--- src/hdl/s3lut_pkg.sv ---
// Shared constants and types for the sinc3 PDM LUT entry unit.
// No dependencies; used by every module of the block.
`timescale 1ns / 1ps
`default_nettype none

package s3lut_pkg;

  localparam int LANES          = 8;
  localparam int STAGES         = 3;
  localparam int MAX_DECIMATION = 128;
  localparam int RATIO_W        = 8;
  localparam int POS_W          = 9;
  localparam int COEF_W         = 16;
  localparam int SUM_W          = 17;
  localparam int SUM_MAX        = 131071;
  localparam int RATIO_RESET    = 64;

  localparam int APB_DATA_W = 32;
  localparam int ADDR_W     = 3;

  typedef logic [ADDR_W-3:0] reg_idx_t;
  localparam reg_idx_t REG_DECIMATION = reg_idx_t'(0);

  typedef logic [LANES-1:0][COEF_W-1:0] coef_vec_t;

endpackage

`default_nettype wire

--- src/hdl/sinc3_pdm_lut_entry_unit.sv ---
// Top level of the sinc3 PDM decimator LUT entry unit: request register,
// eight coefficient lanes, adder tree and result register. Depends on s3lut_pkg,
// s3lut_coef and s3lut_sum.
//
//   channel  | handshake            | payload
//   ---------+----------------------+------------------------------------------
//   request  | start_i / busy_o     | pdm_byte_i, tap_group_i, stage_index_i
//   result   | done_o (one cycle)   | partial_sum_o
//   config   | psel/penable/pwrite  | paddr, pwdata, prdata (decimation_ratio)
//
// One request per cycle; busy_o stays low. A request passes the request register,
// the lane coefficient register and the result register in that order, and done_o
// rises with the result held in the result register.
// The lane multipliers (two per lane) set the longest path.
// Reset clears the pipeline valid bits and sets the decimation ratio to 64.
// Results cannot be stalled; done_o is a one-cycle strobe.
`timescale 1ns / 1ps
`default_nettype none

module sinc3_pdm_lut_entry_unit (
  input  logic                                 clk_i,
  input  logic                                 rst_ni,
  input  logic                                 start_i,
  output logic                                 busy_o,
  input  logic [7:0]                           pdm_byte_i,
  input  logic [3:0]                           tap_group_i,
  input  logic [1:0]                           stage_index_i,
  output logic                                 done_o,
  output logic [s3lut_pkg::SUM_W-1:0]          partial_sum_o,
  input  logic                                 psel,
  input  logic                                 penable,
  input  logic                                 pwrite,
  input  logic [s3lut_pkg::ADDR_W-1:0]         paddr,
  input  logic [s3lut_pkg::APB_DATA_W-1:0]     pwdata,
  output logic [s3lut_pkg::APB_DATA_W-1:0]     prdata,
  output logic                                 pready
);

  logic [s3lut_pkg::RATIO_W-1:0] ratio_q;
  logic                          cfg_hit;
  logic                          req_accept;

  logic                          v0_q;
  logic [7:0]                    byte_q;
  logic [3:0]                    group_q;
  logic [1:0]                    stage_q;

  logic [s3lut_pkg::RATIO_W-1:0] d_sat;
  logic                          entry_en;
  logic [s3lut_pkg::POS_W-1:0]   stage_off;
  logic [s3lut_pkg::POS_W-1:0]   base;
  s3lut_pkg::coef_vec_t          lane_coef;
  s3lut_pkg::coef_vec_t          coef_d;
  s3lut_pkg::coef_vec_t          coef_q;
  logic                          v1_q;

  logic [s3lut_pkg::SUM_W-1:0]   sum_d;
  logic [s3lut_pkg::SUM_W-1:0]   sum_q;
  logic                          done_q;

  // config register
  assign pready  = 1'b1;
  assign cfg_hit = paddr[s3lut_pkg::ADDR_W-1:2] == s3lut_pkg::REG_DECIMATION;
  assign prdata  = cfg_hit ? {{(s3lut_pkg::APB_DATA_W-s3lut_pkg::RATIO_W){1'b0}}, ratio_q}
                           : '0;

  always_ff @(posedge clk_i or negedge rst_ni) begin
    if (!rst_ni) begin
      ratio_q <= s3lut_pkg::RATIO_W'(s3lut_pkg::RATIO_RESET);
    end else if (psel && penable && pwrite && pready && cfg_hit) begin
      ratio_q <= pwdata[s3lut_pkg::RATIO_W-1:0];
    end
  end

  assign busy_o     = 1'b0;
  assign req_accept = start_i && !busy_o;

  // request register
  always_ff @(posedge clk_i or negedge rst_ni) begin
    if (!rst_ni) begin
      v0_q <= 1'b0;
    end else begin
      v0_q <= req_accept;
    end
  end

  always_ff @(posedge clk_i) begin
    if (req_accept) begin
      byte_q  <= pdm_byte_i;
      group_q <= tap_group_i;
      stage_q <= stage_index_i;
    end
  end

  assign d_sat = (ratio_q > s3lut_pkg::RATIO_W'(s3lut_pkg::MAX_DECIMATION))
                 ? s3lut_pkg::RATIO_W'(s3lut_pkg::MAX_DECIMATION) : ratio_q;

  // groups at or past D/8 and the unused stage code give zero
  assign entry_en = (stage_q < 2'(s3lut_pkg::STAGES))
                    && ({1'b0, group_q} < d_sat[s3lut_pkg::RATIO_W-1:3]);

  always_comb begin
    case (stage_q)
      2'd0:    stage_off = '0;
      2'd1:    stage_off = {1'b0, d_sat};
      default: stage_off = {d_sat, 1'b0};
    endcase
  end

  assign base = stage_off + {2'b00, group_q, 3'b000};

  for (genvar i = 0; i < s3lut_pkg::LANES; i++) begin : g_lane
    s3lut_coef u_coef (
      .pos_i   (base + s3lut_pkg::POS_W'(i)),
      .ratio_i (d_sat),
      .coef_o  (lane_coef[i])
    );

    // MSB of the byte weights the first tap of the group
    assign coef_d[i] = (entry_en && byte_q[s3lut_pkg::LANES-1-i]) ? lane_coef[i] : '0;
  end

  // lane coefficient register
  always_ff @(posedge clk_i or negedge rst_ni) begin
    if (!rst_ni) begin
      v1_q <= 1'b0;
    end else begin
      v1_q <= v0_q;
    end
  end

  always_ff @(posedge clk_i) begin
    if (v0_q) begin
      coef_q <= coef_d;
    end
  end

  s3lut_sum u_sum (
    .coef_i (coef_q),
    .sum_o  (sum_d)
  );

  // result register
  always_ff @(posedge clk_i or negedge rst_ni) begin
    if (!rst_ni) begin
      done_q <= 1'b0;
    end else begin
      done_q <= v1_q;
    end
  end

  always_ff @(posedge clk_i) begin
    if (v1_q) begin
      sum_q <= sum_d;
    end
  end

  assign done_o        = done_q;
  assign partial_sum_o = sum_q;

endmodule

`default_nettype wire

--- src/hdl/s3lut_coef.sv ---
// One sinc3 kernel coefficient from a kernel tap position and box length.
// Depends on s3lut_pkg.
`timescale 1ns / 1ps
`default_nettype none

module s3lut_coef (
  input  logic [s3lut_pkg::POS_W-1:0]   pos_i,
  input  logic [s3lut_pkg::RATIO_W-1:0] ratio_i,
  output logic [s3lut_pkg::COEF_W-1:0]  coef_o
);

  logic [s3lut_pkg::POS_W:0]     d3;
  logic [s3lut_pkg::POS_W:0]     last;
  logic [s3lut_pkg::POS_W-1:0]   d2;
  logic [s3lut_pkg::POS_W-1:0]   n;
  logic [s3lut_pkg::POS_W:0]     m;
  logic [s3lut_pkg::POS_W-1:0]   x;
  logic [s3lut_pkg::RATIO_W-1:0] k;
  logic                          edge_tap;
  logic                          in_first;
  logic                          in_last;
  logic [19:0]                   prod_x;
  logic [19:0]                   prod_k;
  logic [18:0]                   tri_x;
  logic [18:0]                   tri_k3;
  logic [18:0]                   coef;

  assign d3       = ({2'b00, ratio_i} << 1) + {2'b00, ratio_i};
  assign last     = d3 - 10'd1;
  assign d2       = {ratio_i, 1'b0};
  assign n        = pos_i - 9'd1;
  assign edge_tap = (pos_i == '0) || ({1'b0, pos_i} >= last);
  assign in_first = n < {1'b0, ratio_i};
  assign in_last  = n >= d2;

  // mirror the falling edge of the kernel onto the rising one
  assign m = d3 - 10'd3 - {1'b0, n};
  assign x = in_last ? m[s3lut_pkg::POS_W-1:0] : n;
  assign k = n[s3lut_pkg::RATIO_W-1:0] - ratio_i;

  assign prod_x = (20'(x) + 20'd1) * (20'(x) + 20'd2);
  assign prod_k = (20'(k) + 20'd1) * (20'(k) + 20'd2);
  assign tri_x  = prod_x[19:1];
  assign tri_k3 = prod_k[19:1] + {1'b0, prod_k[17:1], 1'b0};

  always_comb begin
    if (edge_tap) begin
      coef = '0;
    end else if (in_first || in_last) begin
      coef = tri_x;
    end else begin
      coef = tri_x - tri_k3;
    end
  end

  assign coef_o = coef[s3lut_pkg::COEF_W-1:0];

endmodule

`default_nettype wire

--- src/hdl/s3lut_sum.sv ---
// Adder tree over the masked lane coefficients with saturation to the output width.
// Depends on s3lut_pkg.
`timescale 1ns / 1ps
`default_nettype none

module s3lut_sum (
  input  s3lut_pkg::coef_vec_t         coef_i,
  output logic [s3lut_pkg::SUM_W-1:0]  sum_o
);

  logic [s3lut_pkg::COEF_W:0]   lvl1 [4];
  logic [s3lut_pkg::COEF_W+1:0] lvl2 [2];
  logic [s3lut_pkg::COEF_W+2:0] total;

  always_comb begin
    for (int j = 0; j < 4; j++) begin
      lvl1[j] = {1'b0, coef_i[2*j]} + {1'b0, coef_i[2*j+1]};
    end
    for (int j = 0; j < 2; j++) begin
      lvl2[j] = {1'b0, lvl1[2*j]} + {1'b0, lvl1[2*j+1]};
    end
    total = {1'b0, lvl2[0]} + {1'b0, lvl2[1]};
  end

  // clamp at the largest value the result field holds
  assign sum_o = (total > 19'(s3lut_pkg::SUM_MAX)) ? s3lut_pkg::SUM_W'(s3lut_pkg::SUM_MAX)
                                                 : total[s3lut_pkg::SUM_W-1:0];

endmodule

`default_nettype wire

--- config.mk ---
export PLATFORM = sky130hd
export DESIGN_NAME = sinc3_pdm_lut_entry_unit
export DESIGN_NICKNAME = d
export VERILOG_FILES = /design/src/hdl/s3lut_pkg.sv /design/src/hdl/sinc3_pdm_lut_entry_unit.sv /design/src/hdl/s3lut_coef.sv /design/src/hdl/s3lut_sum.sv
export SDC_FILE = /design/constraint.sdc
export NUM_CORES = 2
export LEC_CHECK = 0
export BUFFER_PORTS_ARGS = -buffer_cell sky130_fd_sc_hd__buf_2
export CAP_MARGIN = 5
export CORE_ASPECT_RATIO = 1.2
export CORE_MARGIN = 5
export CORE_UTILIZATION = 30
export CTS_CLUSTER_DIAMETER = 120
export DETAILED_ROUTE_END_ITERATION = 8
export HOLD_SLACK_MARGIN = 0.03
export PLACE_DENSITY = 0.42
export SYNTH_ARGS = -nofsm -noshare
export SYNTH_HDL_FRONTEND = slang
export SYNTH_SLANG_ARGS = --single-unit
--- constraint.sdc ---
create_clock -name clk_i -period 17.8 [get_ports clk_i]
set_clock_uncertainty 0.2 [all_clocks]
set_input_delay 1.78 -clock clk_i [delete_from_list [all_inputs] [get_ports clk_i]]
set_output_delay 1.78 -clock clk_i [all_outputs]
set_load 0.05 [all_outputs]
==> results.txt <==
The final worst-path cycle share is 0.8938, and the post-cts hold buffer count is 0. The worst register-to-register path begins at ratio_q[2]. The H-tree was split into 4 levels. Setup slack on the worst reg-to-reg path comes out at 1.89 ns. The via count of the first global-routing pass came out at 61513. In the final routed layout, each cell accounts on average for 19.43 um. The count of placed standard cells including taps is 12208.

The fraction of final layout cells sized beyond drive strength 1 came out at 0.04192. Tracing the worst setup path back leads to its startpoint at ratio_q[2]. The number of maximum-capacitance constraint violations is 0.

The run gives 119300 um as the wire length on met2. Most used flip-flop cell after synthesis: sky130_fd_sc_hd__edfxtp_1. Post-synthesis share of cell area spent on full adders, half adders and majority gates: 0.4652. In this run the post-CTS setup repair buffer count came out at 0. Final routed DRC violation total: 0. By area, the combinational part of the netlist is dominated by adder cells. The flow ran to the end, and the final reports show no timing, DRC or antenna violations. The path length in cells of the critical path was 59. For the number of optimization iterations in the first detailed-route pass, the log shows 7. By area the synthesized netlist is led by sky130_fd_sc_hd__fa_1, sky130_fd_sc_hd__ha_1, sky130_fd_sc_hd__inv_1. The final period demand of the worst path came out at 15.91 ns.

Share of cell area taken by muxes after synthesis: 0.01875. Counting cells, the worst reg-to-reg path comes to 59. Slew at the pin with the worst max-slew slack: 1.175 ns. The critical path is of the reg -> reg type. The gate family responsible for the most delay along the worst path was adder cells. For the number of nets with antenna violations after detailed routing, the log shows 0.

107 I/O pins were placed. In this design, the stage delay of the slowest critical-path cell is 0.85 ns. From synthesis to final layout, the design area changed by 7.210%.

The slowest stage of the critical path is the sky130_fd_sc_hd__a21oi_1 cell. The number of synthesized flops with an enable pin was 159; the worst path required time was 17.85 ns. The number of filler instances in the final layout is 26755. From left edge to right edge, the die measures 468.7 um.

Global routing finished with a remaining overflow of 0. The global-route usage over all layers is 0.1815, and the number of warnings issued by yosys is 0. The placed instances occupy a cell area of 80580 sq um. In the synthesized netlist, the number of instances is 8825. Detailed placement finished with a half-perimeter wire length of 203800 um.

The mapped netlist covers 75730 sq um. The relative slew slack came out at 0.1964. The netlist uses 114 different library cells. The critical path contains buffers and inverters numbering 13 combined. The first global-routing pass estimated 369000 um of wire. After detailed routing, the met3 layer carries 6647 um of wire. The run gives 72 as the pin count of the biggest net entering global routing.

Clock latency on the worst-skew pair, taken at its later pin, is 0.53 ns. Based on the critical path, the design can be clocked at up to 62.86 MHz. The clock-pin slew on the worst setup and hold paths is 0.09 ns. STA classifies the critical path endpoint as a flop. The maximum buffer depth of the clock tree was 2. Uppermost signal routing layer after detailed routing: met4. For this design, the sink count on the clock tree is 170. Data on the critical path arrives at its endpoint at 15.96 ns. The die is 560.4 um tall. TritonCTS built the clock tree.

The logs give 202 for the row count and 10 for the number of antenna violations at the first check in global routing. The count of buffers added on input and output ports is 54. The mean area per synthesized cell came out at 8.582 sq um.

The tools report the die outline area as 262600 sq um. The core region is 251700 sq um. For this block, wires on met1 add up to 106500 um. On the final layout, the worst hold slack is 0.3656 ns. The cell chosen for the clock root was sky130_fd_sc_hd__clkbuf_16. The worst register-to-register path ends at coef_q[31]. Class of the tightest hold or removal check: reg -> reg. For this run, the number of standard cells in the final layout without fillers is 12243.

For the final sum of negative setup slack, the log shows 0 ns. sky130_fd_sc_hd__fa_1 takes more of the synthesized area than any other cell. The number of endpoints with negative hold slack in the final report came out at 0.

The fraction of synthesized cell area in xor and xnor cells works out to 0.09886. The logs give 0 for the setup violation total in the final timing report and 17 for the number of CTS-inserted buffers. The post-route cell area was 81190 sq um; the fraction of synthesized cell area taken by the top area cell type was 0.2858. The share of synthesized flip-flops with an asynchronous set or reset is 0.06471.

The via count normalized by instance count works out to 4.782. At the end of routability-driven placement, the weighted congestion stood at 0.9038. The detailed router finished its first iteration with 2928 violations. The critical path capture point is coef_q[31]. Fraction of the mapped netlist area in compound gates: 0.1008. The post-synthesis sequential element count came out at 170.

The routed layout has 58548 vias. Simple-gate portion of the synthesized area: 0.1567. Setup repair after global routing left no endpoint under its margin. The logs give 0 for the number of max-slew violations in the final report and 237900 um for the total length of routed wires. The sequential fraction of the synthesis area is 0.06670, and the maximum fanout along the worst path is 26. Gates resized during post-CTS repair numbered 0.

Kind of start point of the critical path: a flop. The effective utilization at floorplan is 0.3008, and the layout net count is 11083.
worst reg2reg max path: cells and delay by family (launching register included):
kind | cells | cell delay, ns
xor+xnor | 12 | 2.46
buf+inv | 13 | 1.84
fa+ha+maj | 11 | 4.67
compound gates | 12 | 3.76
simple gates | 10 | 1.92
mux | 1 | 0.25
flops | 1 | 0.52
state kept, by name, summed over array words and instances, names as in the netlist:
signal / count
partial_sum_o: 17
group_q: 4
byte_q: 8
ratio_q: 8
stage_q: 2
coef_q: 128
v0_q: 1
v1_q: 1
done_o: 1
synth_stat cells (all sizes together) (108+ instances only):
library cell / n
a21oi: 375
inv: 1639
fa: 1081
xnor2: 571
nor2b: 169
nand2b: 108
nor3: 129
edfxtp: 159
ha: 1086
clkbuf: 113
a21o: 129
nand2: 883
nor2: 672
o21ai: 204
and2: 236
xor2: 241
cell type report:
cell class,count,area (sq um),share of cell area
Clock buffer,17,425.4,0.005239
Clock inverter,15,181.4,0.002234
Multi-Input combinational cell,6861,64040,0.7887
Tap cell,3366,4212,0.05187
Sequential cell,170,5055,0.06226
Antenna cell,3,7.507,0.00009246
Inverter,1649,6191,0.07625
Timing Repair Buffer,162,1081,0.01331
placed cells by master (no fill, tap or decap), types with 16 or more instances in the layout:
cell type,instances
sky130_fd_sc_hd__a211oi_1,29
sky130_fd_sc_hd__a21boi_0,16
sky130_fd_sc_hd__a21o_1,129
sky130_fd_sc_hd__a21oi_1,373
sky130_fd_sc_hd__a31o_2,19
sky130_fd_sc_hd__a31oi_1,24
sky130_fd_sc_hd__and2_1,235
sky130_fd_sc_hd__and3_1,44
sky130_fd_sc_hd__buf_2,54
sky130_fd_sc_hd__buf_4,108
sky130_fd_sc_hd__clkbuf_16,17
sky130_fd_sc_hd__conb_1,42
sky130_fd_sc_hd__edfxtp_1,159
sky130_fd_sc_hd__fa_1,1081
sky130_fd_sc_hd__ha_1,1085
sky130_fd_sc_hd__inv_1,1628
sky130_fd_sc_hd__mux2_2,34
sky130_fd_sc_hd__mux2i_1,98
sky130_fd_sc_hd__nand2_1,881
sky130_fd_sc_hd__nand2b_1,108
sky130_fd_sc_hd__nand3_1,100
sky130_fd_sc_hd__nand4_1,29
sky130_fd_sc_hd__nor2_1,668
sky130_fd_sc_hd__nor2b_1,165
sky130_fd_sc_hd__nor3_1,129
sky130_fd_sc_hd__nor4_1,19
sky130_fd_sc_hd__o211ai_1,23
sky130_fd_sc_hd__o21a_1,52
sky130_fd_sc_hd__o21ai_0,183
sky130_fd_sc_hd__o21ai_1,18
sky130_fd_sc_hd__o21bai_1,97
sky130_fd_sc_hd__o31ai_1,17
sky130_fd_sc_hd__or2_2,39
sky130_fd_sc_hd__or3_1,33
sky130_fd_sc_hd__xnor2_1,559
sky130_fd_sc_hd__xor2_1,234
logic make-up (layout without fill, tap and decap cells):
kind of cell / after synthesis / in the layout
other: 2 / 45
multiplexers: 136 / 136
AND/OR/NAND/NOR: 2528 / 2528
adder cells (fa/ha/maj): 2167 / 2167
XOR/XNOR: 826 / 826
flip-flops: 170 / 170
AO/OA/AOI/OAI: 1162 / 1162
buffers and inverters: 1834 / 1843
worst min path at each step:
stage	startpoint	end	slack, ns	cells past startpoint
3_3_place_gp	ratio_q[3]	ratio_q[3]	0.32	1
6_report	ratio_q[3]	ratio_q[3]	0.37	1
5_1_grt	ratio_q[3]	ratio_q[3]	0.39	1
2_1_floorplan	ratio_q[4]	ratio_q[4]	0.29	1
4_1_cts	ratio_q[3]	ratio_q[3]	0.37	1
3_5_place_dp	ratio_q[3]	ratio_q[3]	0.35	1
per-layer routing:
metal  vias to the layer above  track usage
li1                      28293            -
met1                     29112       0.2378
met2                       945       0.3263
met3                       198      0.01225
met4                         0      0.04040
met5                         -            0
through the flow:
stage | util | setup WS, ns
after floorplan | - | 3.298
after global placement | 0.3201 | 2.036
after detailed placement | 0.3201 | 1.959
after CTS | 0.3225 | 1.932
after global routing | 0.3225 | 1.041
final | 0.3225 | 1.891
Power is left out: the tool's default activity adds up to more than one toggle a clock period on the data nets, which glitch-free logic cannot reach.
